[src/hdl/cwfb_pkg.sv]
// Types and constants for the coil write frame builder.
// No dependencies; imported by every module of the block.
package cwfb_pkg;

  // One request word on the input channel.
  typedef struct packed {
    logic [7:0]  target_addr;
    logic [7:0]  channel;
    logic [7:0]  slave_addr;
    logic [15:0] coil_addr;
    logic [7:0]  coil_value;
    logic        read_ok;
  } in_word_t;

  // One frame byte on the output channel.
  typedef struct packed {
    logic [7:0] frame_byte;
    logic       last_byte;
  } out_word_t;

  // Latched fields of one frame.
  typedef struct packed {
    logic [7:0]  target_addr;
    logic [7:0]  channel;
    logic [7:0]  slave_addr;
    logic [15:0] coil_addr;
    logic [7:0]  coil_value;
  } fields_t;

  // Handoff between the request register and the serializer.
  typedef struct packed {
    logic    valid;
    fields_t fields;
  } req_t;

  typedef logic [3:0] pos_t;

  // Byte positions within the frame.
  localparam pos_t POS_HEAD_HI = 4'd0;
  localparam pos_t POS_TARGET  = 4'd1;
  localparam pos_t POS_CHANNEL = 4'd2;
  localparam pos_t POS_SLAVE   = 4'd3;
  localparam pos_t POS_FUNC    = 4'd4;
  localparam pos_t POS_COIL_HI = 4'd5;
  localparam pos_t POS_COIL_LO = 4'd6;
  localparam pos_t POS_VALUE   = 4'd7;
  localparam pos_t POS_PAD     = 4'd8;
  localparam pos_t POS_CRC_LO  = 4'd9;
  localparam pos_t POS_CRC_HI  = 4'd10;
  localparam pos_t POS_LAST    = POS_CRC_HI;

  localparam logic [15:0] CRC_POLY        = 16'hA001;
  localparam logic [15:0] CRC_INIT        = 16'hFFFF;
  localparam logic [7:0]  FUNC_WRITE_COIL = 8'h05;
  localparam logic [7:0]  PAD_BYTE        = 8'h00;
  localparam logic [7:0]  HEAD_HI_BYTE    = 8'h00;

endpackage

[src/hdl/coil_write_frame_builder.sv]
// Coil write frame builder: a request becomes an 11-byte radio-wrapped frame.
// Timing: an accepted request word is held in the request register; with the
// serializer idle it is taken and the first byte is loaded into the output register.
// One frame byte per cycle while out_stall is low, from the single output register;
// a new frame is taken as the last byte of the one before goes out, and a request with a failed read is dropped.
// Reset (synchronous, active low) empties the request and output registers.
module coil_write_frame_builder (
  input  logic                clk,
  input  logic                rst_n,
  input  logic                in_valid,
  output logic                in_stall,
  input  cwfb_pkg::in_word_t  in_word,
  output logic                out_valid,
  input  logic                out_stall,
  output cwfb_pkg::out_word_t out_word
);
  import cwfb_pkg::*;

  req_t req;
  logic take;

  // Request register in front of the serializer.
  cwfb_req_reg u_req (
    .clk      (clk),
    .rst_n    (rst_n),
    .in_valid (in_valid),
    .in_stall (in_stall),
    .in_word  (in_word),
    .take     (take),
    .req      (req)
  );

  // Byte serializer with the CRC and the output register.
  cwfb_serializer u_ser (
    .clk       (clk),
    .rst_n     (rst_n),
    .req       (req),
    .take      (take),
    .out_valid (out_valid),
    .out_stall (out_stall),
    .out_word  (out_word)
  );

endmodule

[src/hdl/cwfb_crc_step.sv]
// One-byte update of the CRC-16/Modbus register, eight bit steps.
// Depends on cwfb_pkg for the polynomial.
module cwfb_crc_step (
  input  logic [15:0] crc_in,
  input  logic [7:0]  data_in,
  output logic [15:0] crc_out
);
  import cwfb_pkg::*;

  // Reflected shift with conditional polynomial xor, once per data bit.
  always_comb begin
    logic [15:0] acc;
    acc = crc_in ^ {8'h00, data_in};
    for (int k = 0; k < 8; k++) begin
      if (acc[0]) begin
        acc = (acc >> 1) ^ CRC_POLY;
      end else begin
        acc = acc >> 1;
      end
    end
    crc_out = acc;
  end

endmodule

[src/hdl/cwfb_req_reg.sv]
// Request register: holds one accepted request until the serializer takes it.
// Depends on cwfb_pkg for the word and handoff types.
module cwfb_req_reg (
  input  logic                clk,
  input  logic                rst_n,
  input  logic                in_valid,
  output logic                in_stall,
  input  cwfb_pkg::in_word_t  in_word,
  input  logic                take,
  output cwfb_pkg::req_t      req
);
  import cwfb_pkg::*;

  logic    hold_valid_r, hold_valid_nxt;
  fields_t hold_r;
  logic    accept;

  // A word is taken only while the register is empty.
  assign in_stall = hold_valid_r;
  assign accept   = in_valid && !hold_valid_r;

  // Requests with a failed read are dropped at the door.
  always_comb begin
    hold_valid_nxt = hold_valid_r && !take;
    if (accept && in_word.read_ok) begin
      hold_valid_nxt = 1'b1;
    end
  end

  always_ff @(posedge clk) begin
    if (!rst_n) begin
      hold_valid_r <= 1'b0;
    end else begin
      hold_valid_r <= hold_valid_nxt;
    end
  end

  // Payload needs no reset.
  always_ff @(posedge clk) begin
    if (accept) begin
      hold_r.target_addr <= in_word.target_addr;
      hold_r.channel     <= in_word.channel;
      hold_r.slave_addr  <= in_word.slave_addr;
      hold_r.coil_addr   <= in_word.coil_addr;
      hold_r.coil_value  <= in_word.coil_value;
    end
  end

  assign req.valid  = hold_valid_r;
  assign req.fields = hold_r;

endmodule

[src/hdl/cwfb_serializer.sv]
// Frame serializer: byte counter, running CRC and the output register.
// Depends on cwfb_pkg and cwfb_crc_step.
module cwfb_serializer (
  input  logic                clk,
  input  logic                rst_n,
  input  cwfb_pkg::req_t      req,
  output logic                take,
  output logic                out_valid,
  input  logic                out_stall,
  output cwfb_pkg::out_word_t out_word
);
  import cwfb_pkg::*;

  logic        active_r, active_nxt;
  pos_t        idx_r, idx_nxt;
  fields_t     fields_r;
  logic [15:0] crc_r, crc_nxt;
  out_word_t   out_r, out_nxt;

  logic        advance;
  logic        at_last;
  logic        step;
  pos_t        idx_inc;
  logic [7:0]  step_byte;
  logic [15:0] crc_upd;
  logic        crc_covered;

  assign advance = !active_r || !out_stall;
  assign at_last = (idx_r == POS_LAST);
  assign take    = advance && (!active_r || at_last) && req.valid;
  assign step    = advance && active_r && !at_last;
  assign idx_inc = idx_r + 4'd1;

  // Byte that goes into the output register on a step.
  always_comb begin
    unique case (idx_inc)
      POS_HEAD_HI: step_byte = HEAD_HI_BYTE;
      POS_TARGET:  step_byte = fields_r.target_addr;
      POS_CHANNEL: step_byte = fields_r.channel;
      POS_SLAVE:   step_byte = fields_r.slave_addr;
      POS_FUNC:    step_byte = FUNC_WRITE_COIL;
      POS_COIL_HI: step_byte = fields_r.coil_addr[15:8];
      POS_COIL_LO: step_byte = fields_r.coil_addr[7:0];
      POS_VALUE:   step_byte = fields_r.coil_value;
      POS_PAD:     step_byte = PAD_BYTE;
      POS_CRC_LO:  step_byte = crc_r[7:0];
      POS_CRC_HI:  step_byte = crc_r[15:8];
      default:     step_byte = PAD_BYTE;
    endcase
  end

  // The CRC takes in the slave address through the pad byte.
  assign crc_covered = (idx_inc >= POS_SLAVE) && (idx_inc <= POS_PAD);

  cwfb_crc_step u_crc (
    .crc_in  (crc_r),
    .data_in (step_byte),
    .crc_out (crc_upd)
  );

  // Next state: load a new frame, step to the next byte, go idle, or hold while stalled.
  always_comb begin
    active_nxt = active_r;
    idx_nxt    = idx_r;
    crc_nxt    = crc_r;
    out_nxt    = out_r;
    if (take) begin
      active_nxt         = 1'b1;
      idx_nxt            = POS_HEAD_HI;
      crc_nxt            = CRC_INIT;
      out_nxt.frame_byte = HEAD_HI_BYTE;
      out_nxt.last_byte  = 1'b0;
    end else if (step) begin
      idx_nxt            = idx_inc;
      out_nxt.frame_byte = step_byte;
      out_nxt.last_byte  = (idx_inc == POS_LAST);
      if (crc_covered) begin
        crc_nxt = crc_upd;
      end
    end else if (advance) begin
      active_nxt = 1'b0;
    end
  end

  always_ff @(posedge clk) begin
    if (!rst_n) begin
      active_r <= 1'b0;
      idx_r    <= POS_HEAD_HI;
    end else begin
      active_r <= active_nxt;
      idx_r    <= idx_nxt;
    end
  end

  // Frame payload and CRC need no reset.
  always_ff @(posedge clk) begin
    crc_r <= crc_nxt;
    out_r <= out_nxt;
    if (take) begin
      fields_r <= req.fields;
    end
  end

  assign out_valid = active_r;
  assign out_word  = out_r;

endmodule

[config.mk]
export PLATFORM = sky130hd
export DESIGN_NAME = coil_write_frame_builder
export DESIGN_NICKNAME = d
export VERILOG_FILES = /design/src/hdl/cwfb_pkg.sv /design/src/hdl/coil_write_frame_builder.sv /design/src/hdl/cwfb_crc_step.sv /design/src/hdl/cwfb_req_reg.sv /design/src/hdl/cwfb_serializer.sv
export SDC_FILE = /design/constraint.sdc
export NUM_CORES = 1
export LEC_CHECK = 0
export BUFFER_PORTS_ARGS = -buffer_cell sky130_fd_sc_hd__buf_2
export CORE_MARGIN = 4
export CORE_UTILIZATION = 50
export CTS_CLUSTER_DIAMETER = 30
export DETAILED_ROUTE_END_ITERATION = 12
export PLACE_DENSITY = 0.76
export SYNTH_ARGS = -nofsm -noshare
export SYNTH_HDL_FRONTEND = slang
export SYNTH_SLANG_ARGS = --single-unit
[constraint.sdc]
create_clock -name clk -period 4.55 [get_ports clk]
set_input_delay 0.455 -clock clk [delete_from_list [all_inputs] [get_ports clk]]
set_output_delay 0.455 -clock clk [all_outputs]
set_load 0.01 [all_outputs]
# == Word-level counts from Yosys, hierarchy flattened ==
# Index checks and enable logic that the tools add are counted.
# word_totals
register_bits,127
output_inout_bits,11
wordCells,72
input_bits,53
# classes
eq_ne,11
n_addsub,1
mux,13
n_bitwise,10
n_reduce_logical,19
n_lt_le_gt_ge,2
# op_table
operator,count
$mux W16,8
$pmux W8 S9,1
$not A2 Y3,8
$eq A4 B3 Y1 const B,4
$xor A16 B8 Y16,1
$eq A4 B4 Y1 const B,3
$eq A4 B2 Y1 const B,2
$logic_and A1 B1 Y1,8
$logic_not A1 Y1,5
$add A4 B1 Y4 const B,1
$eq A4 B1 Y1 const B,1
$ge A4 B2 Y1 const B,1
$le A4 B4 Y1 const B,1
$mux W1,4
$reduce_and A2 Y1,2
$logic_or A1 B1 Y1,2
$ne A2 B2 Y1 const B,1
$reduce_bool A2 Y1,1
$reduce_or A2 Y1,1
$not A1 Y1,1

# == Depth between registers and ports, before layout ==
# Gate-level depths: netlist of run 1.
# logic_depth
depth_word,20
depth_mapped,15
mapped_depth_nobuf,12

# == Modules after synthesis ==
# Synthesis of run 1 repeated with hierarchy kept, for this count alone.
# hier_totals
cells_unflattened,345
hier_area_um2,5058.6
# modules_own_cells
mod,seq_area_each_um2,cells_each,area_per_inst_um2,n_inst
cwfb_serializer,2042.0,262,3279.4,1
cwfb_req_reg,1461.4,54,1495.2,1
cwfb_crc_step,0.0,29,284.0,1

# == Least setup slack after synthesis of run 1 ==
# OpenSTA, ideal clock, no wires.
# synth_path
path_kind,register to register
from,register u_ser.idx_r[3]
to,register u_ser.fields_r[0] (netlist bit) (enable)
required_ps,4118
setup_slack_ps,1146
t_arrival_ps,2972
path_buffers,4
synth_period_minus_slack_ps,3404
path_stages_with_launch,9
setup_ps,432
path_cell_list,dfxtp_1 buf_2 buf_4 buf_4 nand3b_1 o21ai_0 nand2_1 inv_1 clkbuf_1
# synth_via
elab_chain_cells,4
# synth_lines
item,line,rtl
"start, declared",cwfb_serializer.sv:15,"pos_t idx_r, idx_nxt;"
"start signal, assigned",cwfb_serializer.sv:91,idx_r <= idx_nxt;
$eq A4 B4 Y1,cwfb_serializer.sv:29,assign at_last = (idx_r == POS_LAST);
$logic_or A1 B1 Y1,cwfb_serializer.sv:30,assign take = advance && (!active_r || at_last) && req.valid;
$logic_and A1 B1 Y1 (2 in a row),cwfb_serializer.sv:30,
named net take,coil_write_frame_builder.sv:20,logic take;
"end signal, assigned",cwfb_serializer.sv:100,fields_r <= req.fields;
"end, declared",cwfb_serializer.sv:16,fields_t fields_r;
# The timed path passes the listed nets, and every way through them passes these cells.
# A chain may end at the register's enable or synchronous reset.

# == Final worst setup path of run 1 ==
# layout_path
from,register u_ser.idx_r[1]
to,register u_ser.crc_r[15]
# layout_via
elab_chain_cells,13
word_cells_on_any_way,37
cone_classes,1 x add/sub; 2 x order compare; 10 x eq/ne; 9 x mux; 8 x bitwise; 7 x reduce/logical
# layout_lines
item,line,rtl
$add A4 B1 Y4,cwfb_serializer.sv:32,assign idx_inc = idx_r + 4'd1;
$eq A4 B4 Y1 (tied with other cells),cwfb_serializer.sv:36,unique case (idx_inc)
$pmux W8 S9,cwfb_serializer.sv:36,
$xor A16 B8 Y16,cwfb_crc_step.sv:13,"acc = crc_in ^ {8'h00, data_in};"
$mux W16 or $not A2 Y3 (tied branches) (6 in a row),-,
$not A2 Y3 (no line) or $mux W16 (tied branches),-,
$mux W16 (2 in a row),cwfb_crc_step.sv:15,if (acc[0]) begin
"end signal, assigned",cwfb_serializer.sv:97,crc_r <= crc_nxt;
"end, declared",cwfb_serializer.sv:17,"logic [15:0] crc_r, crc_nxt;"
# Several ways; a longest one is shown, not always the timed one.

==> results of run 1 <==
-- synth_stat cells, types with 5 or more instances --
master,count,area share (%)
a211oi_1,6,0.84
a21oi_1,22,2.1
a22oi_1,15,2.1
a31oi_1,6,0.70
buf_2,7,0.66
clkbuf_1,10,0.70
dfxtp_1,31,12
edfxtp_1,96,54
ha_1,6,1.4
inv_1,5,0.35
mux2i_1,14,2.6
nand2_1,40,2.8
nand3_1,14,1.3
nor2_1,17,1.2
nor2b_1,5,0.59
o211ai_1,6,0.84
o21ai_0,8,0.75
o21ai_1,5,0.47
o22ai_1,5,0.59
xnor2_1,17,2.8
-- through the flow --
| stage | power (µW) | setup WS (ns) |
|---|---|---|
| after global routing | 3010 | 0.449 |
| after CTS | 2930 | 0.769 |
| after detailed placement | 1600 | 0.797 |
| final | 2900 | 0.771 |
| after global placement | 1590 | 0.958 |
| after floorplan | 1520 | 1.15 |
-- worst paths after layout --
kind	start	to	slack (ns)	cells after the start
setup / recovery	u_ser.idx_r[1]	u_ser.crc_r[15]	0.77	12
hold / removal	in_word[21]	u_req.req[20]	0.1	1
setup reg to reg	u_ser.idx_r[1]	u_ser.crc_r[15]	0.77	12
hold reg to reg	u_req.req[32]	u_ser.fields_r[32]	0.42	0
-- registers in the layout, indices dropped and copies added (netlist names) --
register,flops
u_ser.out_valid,1
u_ser.crc_r,16
u_ser.out_word,9
u_ser.idx_r,4
u_req.req,48
u_ser.fields_r,48
u_req.in_stall,1
-- cell families after synthesis --
group / Yosys count / synth area share, %
AO/OA/AOI/OAI: 100 / 13.5
XOR/XNOR: 22 / 4.05
adder cells (fa/ha/maj): 6 / 1.40
buffers and inverters: 30 / 2.83
flip-flops: 127 / 65.6
multiplexers: 19 / 3.89
AND/OR/NAND/NOR: 98 / 8.80
-- layer usage --
| layer | part of all wire [%] | global-route usage [%] | up-vias |
|---|---|---|---|
| li1 | - | - | 1665 |
| met1 | 46 | 25.4 | 1608 |
| met2 | 46 | 28.1 | 109 |
| met3 | 5.7 | 5.11 | 22 |
| met4 | 2.5 | 8.11 | 0 |
| met5 | 0 | 0 | - |
-- final cells by class --
cell class,instances,share of cell area [%]
multi-input combinational,245,26.7
sequential,127,55.1
clock inverter,14,2.60
inverter,6,0.354
clock buffer,18,6.57
tap,136,2.68
timing repair buffer,72,6.02
-- critical path, cell delays in order (launching register included) --
cell,delay [ns]
dfxtp_1,0.52
inv_1,0.14
ha_1,0.52
a222oi_1,0.52
a211oi_1,0.14
o21ai_1,0.21
o21a_1,0.17
o211ai_2,0.13
mux2i_4,0.22
xnor2_1,0.28
xor3_2,0.44
or3_1,0.32
nand3_1,0.09
-- power breakdown --
part           switching (µW)  leakage [µW]  total [µW]  internal [µW]
combinational             120      0.000952         214           94.7
sequential               28.4       0.00116        1360           1330
clock                     491      0.000278        1320            832
==> results.json, run 1 <==
{
  "multi_input_area_um2": 1700,
  "clk_pin_slew_worst_paths_ns": 0.06,
  "dpl_cell_area_um2": 5780,
  "area_delta_synth_final_pct": 19.0,
  "die_area_um2": 12400,
  "status": "finished clean",
  "leakagePower_uw": 0.00239,
  "drtPass1Iterations": 7,
  "instances_no_fill": 618,
  "slew-limit-headroom_pct": 40.4,
  "synth_edf_count": 96,
  "finalSetupViolations": 0,
  "dominantRegCellSynth": "edfxtp_1",
  "worst_pin_slew_ns": 0.894,
  "worstSetupStartpointType": "register",
  "post-route-period-util_pct": 83.0,
  "drtAntennaViolNets": 0,
  "drtIter0Drc": 241,
  "syn_avg_cell_area_um2": 13.3,
  "drive_gt1_share_pct": 24.5,
  "critPathKind": "reg -> reg",
  "syn_inst": 402,
  "track_usage_pct": 18.6,
  "cts_sinks": 127,
  "synth_seq_cells": 127,
  "finalInstanceArea_um2": 6360,
  "via_per_inst": 5.51,
  "cp.required_ns": 5.01,
  "rsz0062_at_grt": "no",
  "cp-end-kind": "register",
  "core_area_um2": 10400,
  "ios": 64,
  "clockBufferDepth": 2,
  "cts_resized": 0,
  "fin_crit_ns": 3.78,
  "hold_buffers": 0,
  "syn-num-nets": 461,
  "post-cts-setup-buffers": 0,
  "synthDistinctLibCells": 60,
  "cts_tree": "built",
  "utilization_pct": 61.3,
  "final_cell_mix": "edfxtp_1 (96), buf_2 (63), nand2_1 (40)",
  "hp-class": "in -> reg",
  "h-tree-depth": 4,
  "rows": 37,
  "vias": 3404,
  "die_x_um": 111,
  "arrival_ns": 4.23,
  "grt_pass1_wl_um": 18100,
  "maxCapViolCount": 0,
  "synthesis.area_um2": 5340,
  "fillCellCount": 832,
  "grt_max_degree": 59,
  "wl_per_cell_um": 17.3,
  "dp_hpwl_um": 7420,
  "setup-tns-final_ns": 0,
  "regArea_um2": 3500,
  "start_util_pct": 51.5,
  "nets": 528,
  "mostFrequentLayoutCell": "edfxtp_1",
  "drcViolationCount": 0,
  "antenna_found_initial": 0,
  "synthArstFlopShare_pct": 0,
  "cts-root-buf": "clkbuf_8",
  "max_freq_ghz": 0.265,
  "wirelength_um": 10700,
  "grt_pass1_vias": 3423,
  "ir_drop_v": 0.000339,
  "portBuffers": 63,
  "synth.yosys.seq_area_share_pct": 65.6,
  "hold_viol": 0,
  "dp.cells": 586,
  "gp_routability_congestion": 0.901,
  "cts_inserted_buffers": 17,
  "insertion_delay_ns": 0.53,
  "finalClockSkew_ns": 0.0157,
  "diodes": 0,
  "slew_violations": 0,
  "whs_ns": 0.0990,
  "die_h_um": 111,
  "powerDensity_nw_per_um2": 455,
  "globalRouteOverflowTotal": 0,
  "synth_warnings": 0,
  "cp_max_fo": 23
}
No activity file was read; power rests on OpenSTA's default activity.
==> run 2: changes to the inputs <==
--- a/config.mk
+++ b/config.mk
@@ -5,6 +5,7 @@
 export SDC_FILE = /design/constraint.sdc
 export NUM_CORES = 1
 export LEC_CHECK = 0
+export ABC_AREA = 1
 export BUFFER_PORTS_ARGS = -buffer_cell sky130_fd_sc_hd__buf_2
 export CORE_MARGIN = 4
 export CORE_UTILIZATION = 50
==> constraint.sdc (replaced) <==
create_clock -name clk -period 3.7 [get_ports clk]
set_input_delay 0.37 -clock clk [delete_from_list [all_inputs] [get_ports clk]]
set_output_delay 0.37 -clock clk [all_outputs]
set_load 0.01 [all_outputs]
==> run 2 against run 1 <==
Net effect: first-iteration DRC count rose by 12%; routed wire length increased by 1.7%; cell area grew 2.0%; power grew 22%; critical path depth increased by 8; sequential share of layout area down 1.1 points; final cell count is 14% higher; count of clock-buffer cells in the layout stayed put; register-to-register slack worse by 0.23 ns; clock power rose by 20%; worst setup slack worse by 0.23 ns; critical path type unchanged; critical endpoint unchanged.
==> results.json, run 2 <==
{
  "track_usage_pct": 17.8,
  "pwr-share-seq_pct": 47.4,
  "drtAntennaViolNets": 0,
  "synthTopCellsByCount": "edfxtp_1 (96), nand2_1 (82), nand3_1 (72), inv_1 (34), dfxtp_1 (31)",
  "worstSetupStartpointType": "register",
  "wirelength_um": 10900,
  "wl_per_cell_um": 15.4,
  "crit_path_cell_trace": "ha_1 -> inv_1 -> nand2_2 -> nand2_8 -> nor2_2 -> nand2_1 -> o21ai_0 -> nor2_2 -> nand2_2 -> nand2_1 -> nand2_1 -> nand2_1 -> nand2_2 -> nand2_2 -> nand2_2 -> nand2_2 -> nand2_2 -> nand2_1 -> nand3_1 -> o211ai_1",
  "portBuffers": 63,
  "cts_sinks": 127,
  "switching_share_pct": 23.3,
  "slowest_delay_ns": 0.50,
  "grt_pass1_vias": 3656,
  "clk_pin_slew_worst_paths_ns": 0.06,
  "maxCapViolCount": 0,
  "grt_max_degree": 49,
  "hp-class": "in -> reg",
  "max_freq_ghz": 0.317,
  "cp_common_cell": "nand2_2",
  "rows": 37,
  "power.switching_uw": 822,
  "worstReg2RegEnd": "u_ser.crc_r[15]",
  "cp_max_fo": 11,
  "slowest_stage": "dfxtp_1",
  "synth_most_common_cell": "edfxtp_1",
  "die_area_um2": 12500,
  "cts_inserted_buffers": 17,
  "cp-end-kind": "register",
  "drive_gt1_share_pct": 27.3,
  "cts_resized": 0,
  "dp_hpwl_um": 7480,
  "hold_depth": 1,
  "insertion_delay_ns": 0.52,
  "power.share.clock_pct": 45.0,
  "startpoint": "u_ser.idx_r[1]",
  "whs_endpoint": "u_req.req[46]",
  "vias": 3780,
  "cp.required_ns": 4.08,
  "utilization_pct": 62.3,
  "die_h_um": 112,
  "synthDistinctLibCells": 33,
  "grt_pass1_wl_um": 17500,
  "globalRouteOverflowTotal": 0,
  "final_cell_mix": "edfxtp_1 (96), nand2_1 (82), nand3_1 (72)",
  "start_util_pct": 51.8,
  "fin_crit_ns": 3.16,
  "syn_avg_cell_area_um2": 11.4,
  "finalSetupViolations": 0,
  "finalClockSkew_ns": 0.00436,
  "arrival_ns": 3.54,
  "via_per_inst": 5.37,
  "synth_area_leaders": "edfxtp_1 (53%), dfxtp_1 (12%), nand3_1 (6.7%)",
  "h-tree-depth": 4,
  "die_x_um": 112,
  "worst_pin_slew_ns": 1.23,
  "diodes": 0,
  "rsz0062_at_grt": "no",
  "mostFrequentLayoutCell": "edfxtp_1",
  "cts-root-buf": "clkbuf_8",
  "synth_warnings": 0,
  "whs_ns": 0.0196,
  "area_delta_synth_final_pct": 20.3,
  "ir_drop_v": 0.000463,
  "slew-limit-headroom_pct": 17.6,
  "leakagePower_uw": 0.00268,
  "intPower_uw": 2710,
  "hp-start": "in_word[47]",
  "worstReg2RegStart": "u_ser.idx_r[1]",
  "antenna_found_initial": 0,
  "slew_violations": 0,
  "synth.yosys.seq_area_share_pct": 65.0,
  "hold_viol": 0,
  "syn-num-nets": 532,
  "ios": 64,
  "post-cts-setup-buffers": 0,
  "r2r_setup_slack_ns": 0.54,
  "synthesis.area_um2": 5390,
  "drcViolationCount": 0,
  "combPwrFrac_pct": 7.6,
  "core_area_um2": 10400,
  "drtIter0Drc": 269,
  "synth_seq_cells": 127,
  "synth_top_area_share_pct": 53.5,
  "dominantRegCellSynth": "edfxtp_1",
  "drtPass1Iterations": 5,
  "synthArstFlopShare_pct": 0,
  "status": "finished clean",
  "powerDensity_nw_per_um2": 545,
  "nets": 614,
  "clockBufferDepth": 2,
  "syn_inst": 473,
  "rr_worst_depth": 20,
  "critPathKind": "reg -> reg",
  "cts_tree": "built",
  "yosysTopAreaCell": "edfxtp_1",
  "gp_routability_congestion": 0.855,
  "post-route-period-util_pct": 85.3,
  "setup-tns-final_ns": 0,
  "synth_edf_count": 96
}
-- run 2: power groups by stage --
stage                     sequential, µW  combinational [µW]  clock (µW)
final                               1670                 268        1590
after global routing                1680                 299        1690
after CTS                           1670                 262        1620
after detailed placement            1700                 260           0
after global placement              1700                 252           0
after floorplan                     1710                 152           0
-- run 2: critical path: cells and delay by family, from the launching register on --
family                     cells  cell delay, ns
AOI/OAI and AO/OA              2            0.34
adders and majority gates      1            0.28
DFF                            1            0.50
buffers and inverters          1            0.07
and+or+nand+nor               16            1.82
-- run 2: per-stage QoR --
stage / power, µW / worst slack [ns] / area (µm²) / instances
after detailed placement: 1960 / 0.599 / 5810 / 662
after CTS: 3550 / 0.597 / 6400 / 695
after global placement: 1950 / 0.794 / 5810 / 662
after floorplan: 1860 / 0.819 / 5390 / 473
after global routing: 3670 / 0.218 / 6490 / 704
final: 3530 / 0.543 / 6490 / 704
-- run 2: layer usage --
layer	vias up	wire [µm]	GRT usage, %
li1	1833	-	-
met1	1798	4610	22.4
met2	131	5330	28.6
met3	18	751	5.54
met4	0	182	7.46
met5	-	0	0
-- run 2: repair_timing --
action                                  CTS  global route
hold buffers                              1             9
endpoints found under the setup margin    0             0
endpoints found under the hold margin     1             9
-- run 2: worst max-delay path by stage --
stage / depth (start not counted) / slack, ns / end
6_report: 20 / 0.54 / u_ser.crc_r[15]
3_3_place_gp: 20 / 0.79 / u_ser.crc_r[15]
4_1_cts: 20 / 0.60 / u_ser.crc_r[15]
2_1_floorplan: 2 / 0.82 / u_req.req[0]
5_1_grt: 21 / 0.22 / u_ser.crc_r[0]
3_5_place_dp: 20 / 0.60 / u_ser.crc_r[15]
-- run 2: kinds of logic after synthesis --
| kind of cell | after synthesis | synth area share, % |
|---|---|---|
| AO/OA/AOI/OAI | 59 | 6.36 |
| adder cells (fa/ha/maj) | 6 | 1.39 |
| XOR/XNOR | 2 | 0.325 |
| flip-flops | 127 | 65.0 |
| AND/OR/NAND/NOR | 227 | 22.2 |
| buffers and inverters | 52 | 4.78 |
-- run 2: layout make-up --
class | count | area, µm²
timing repair buffer | 78 | 453
tap | 136 | 170
inverter | 37 | 146
multi-input combinational | 294 | 1640
sequential | 127 | 3500
fill | 788 | 3930
clock buffer | 18 | 418
clock inverter | 14 | 156
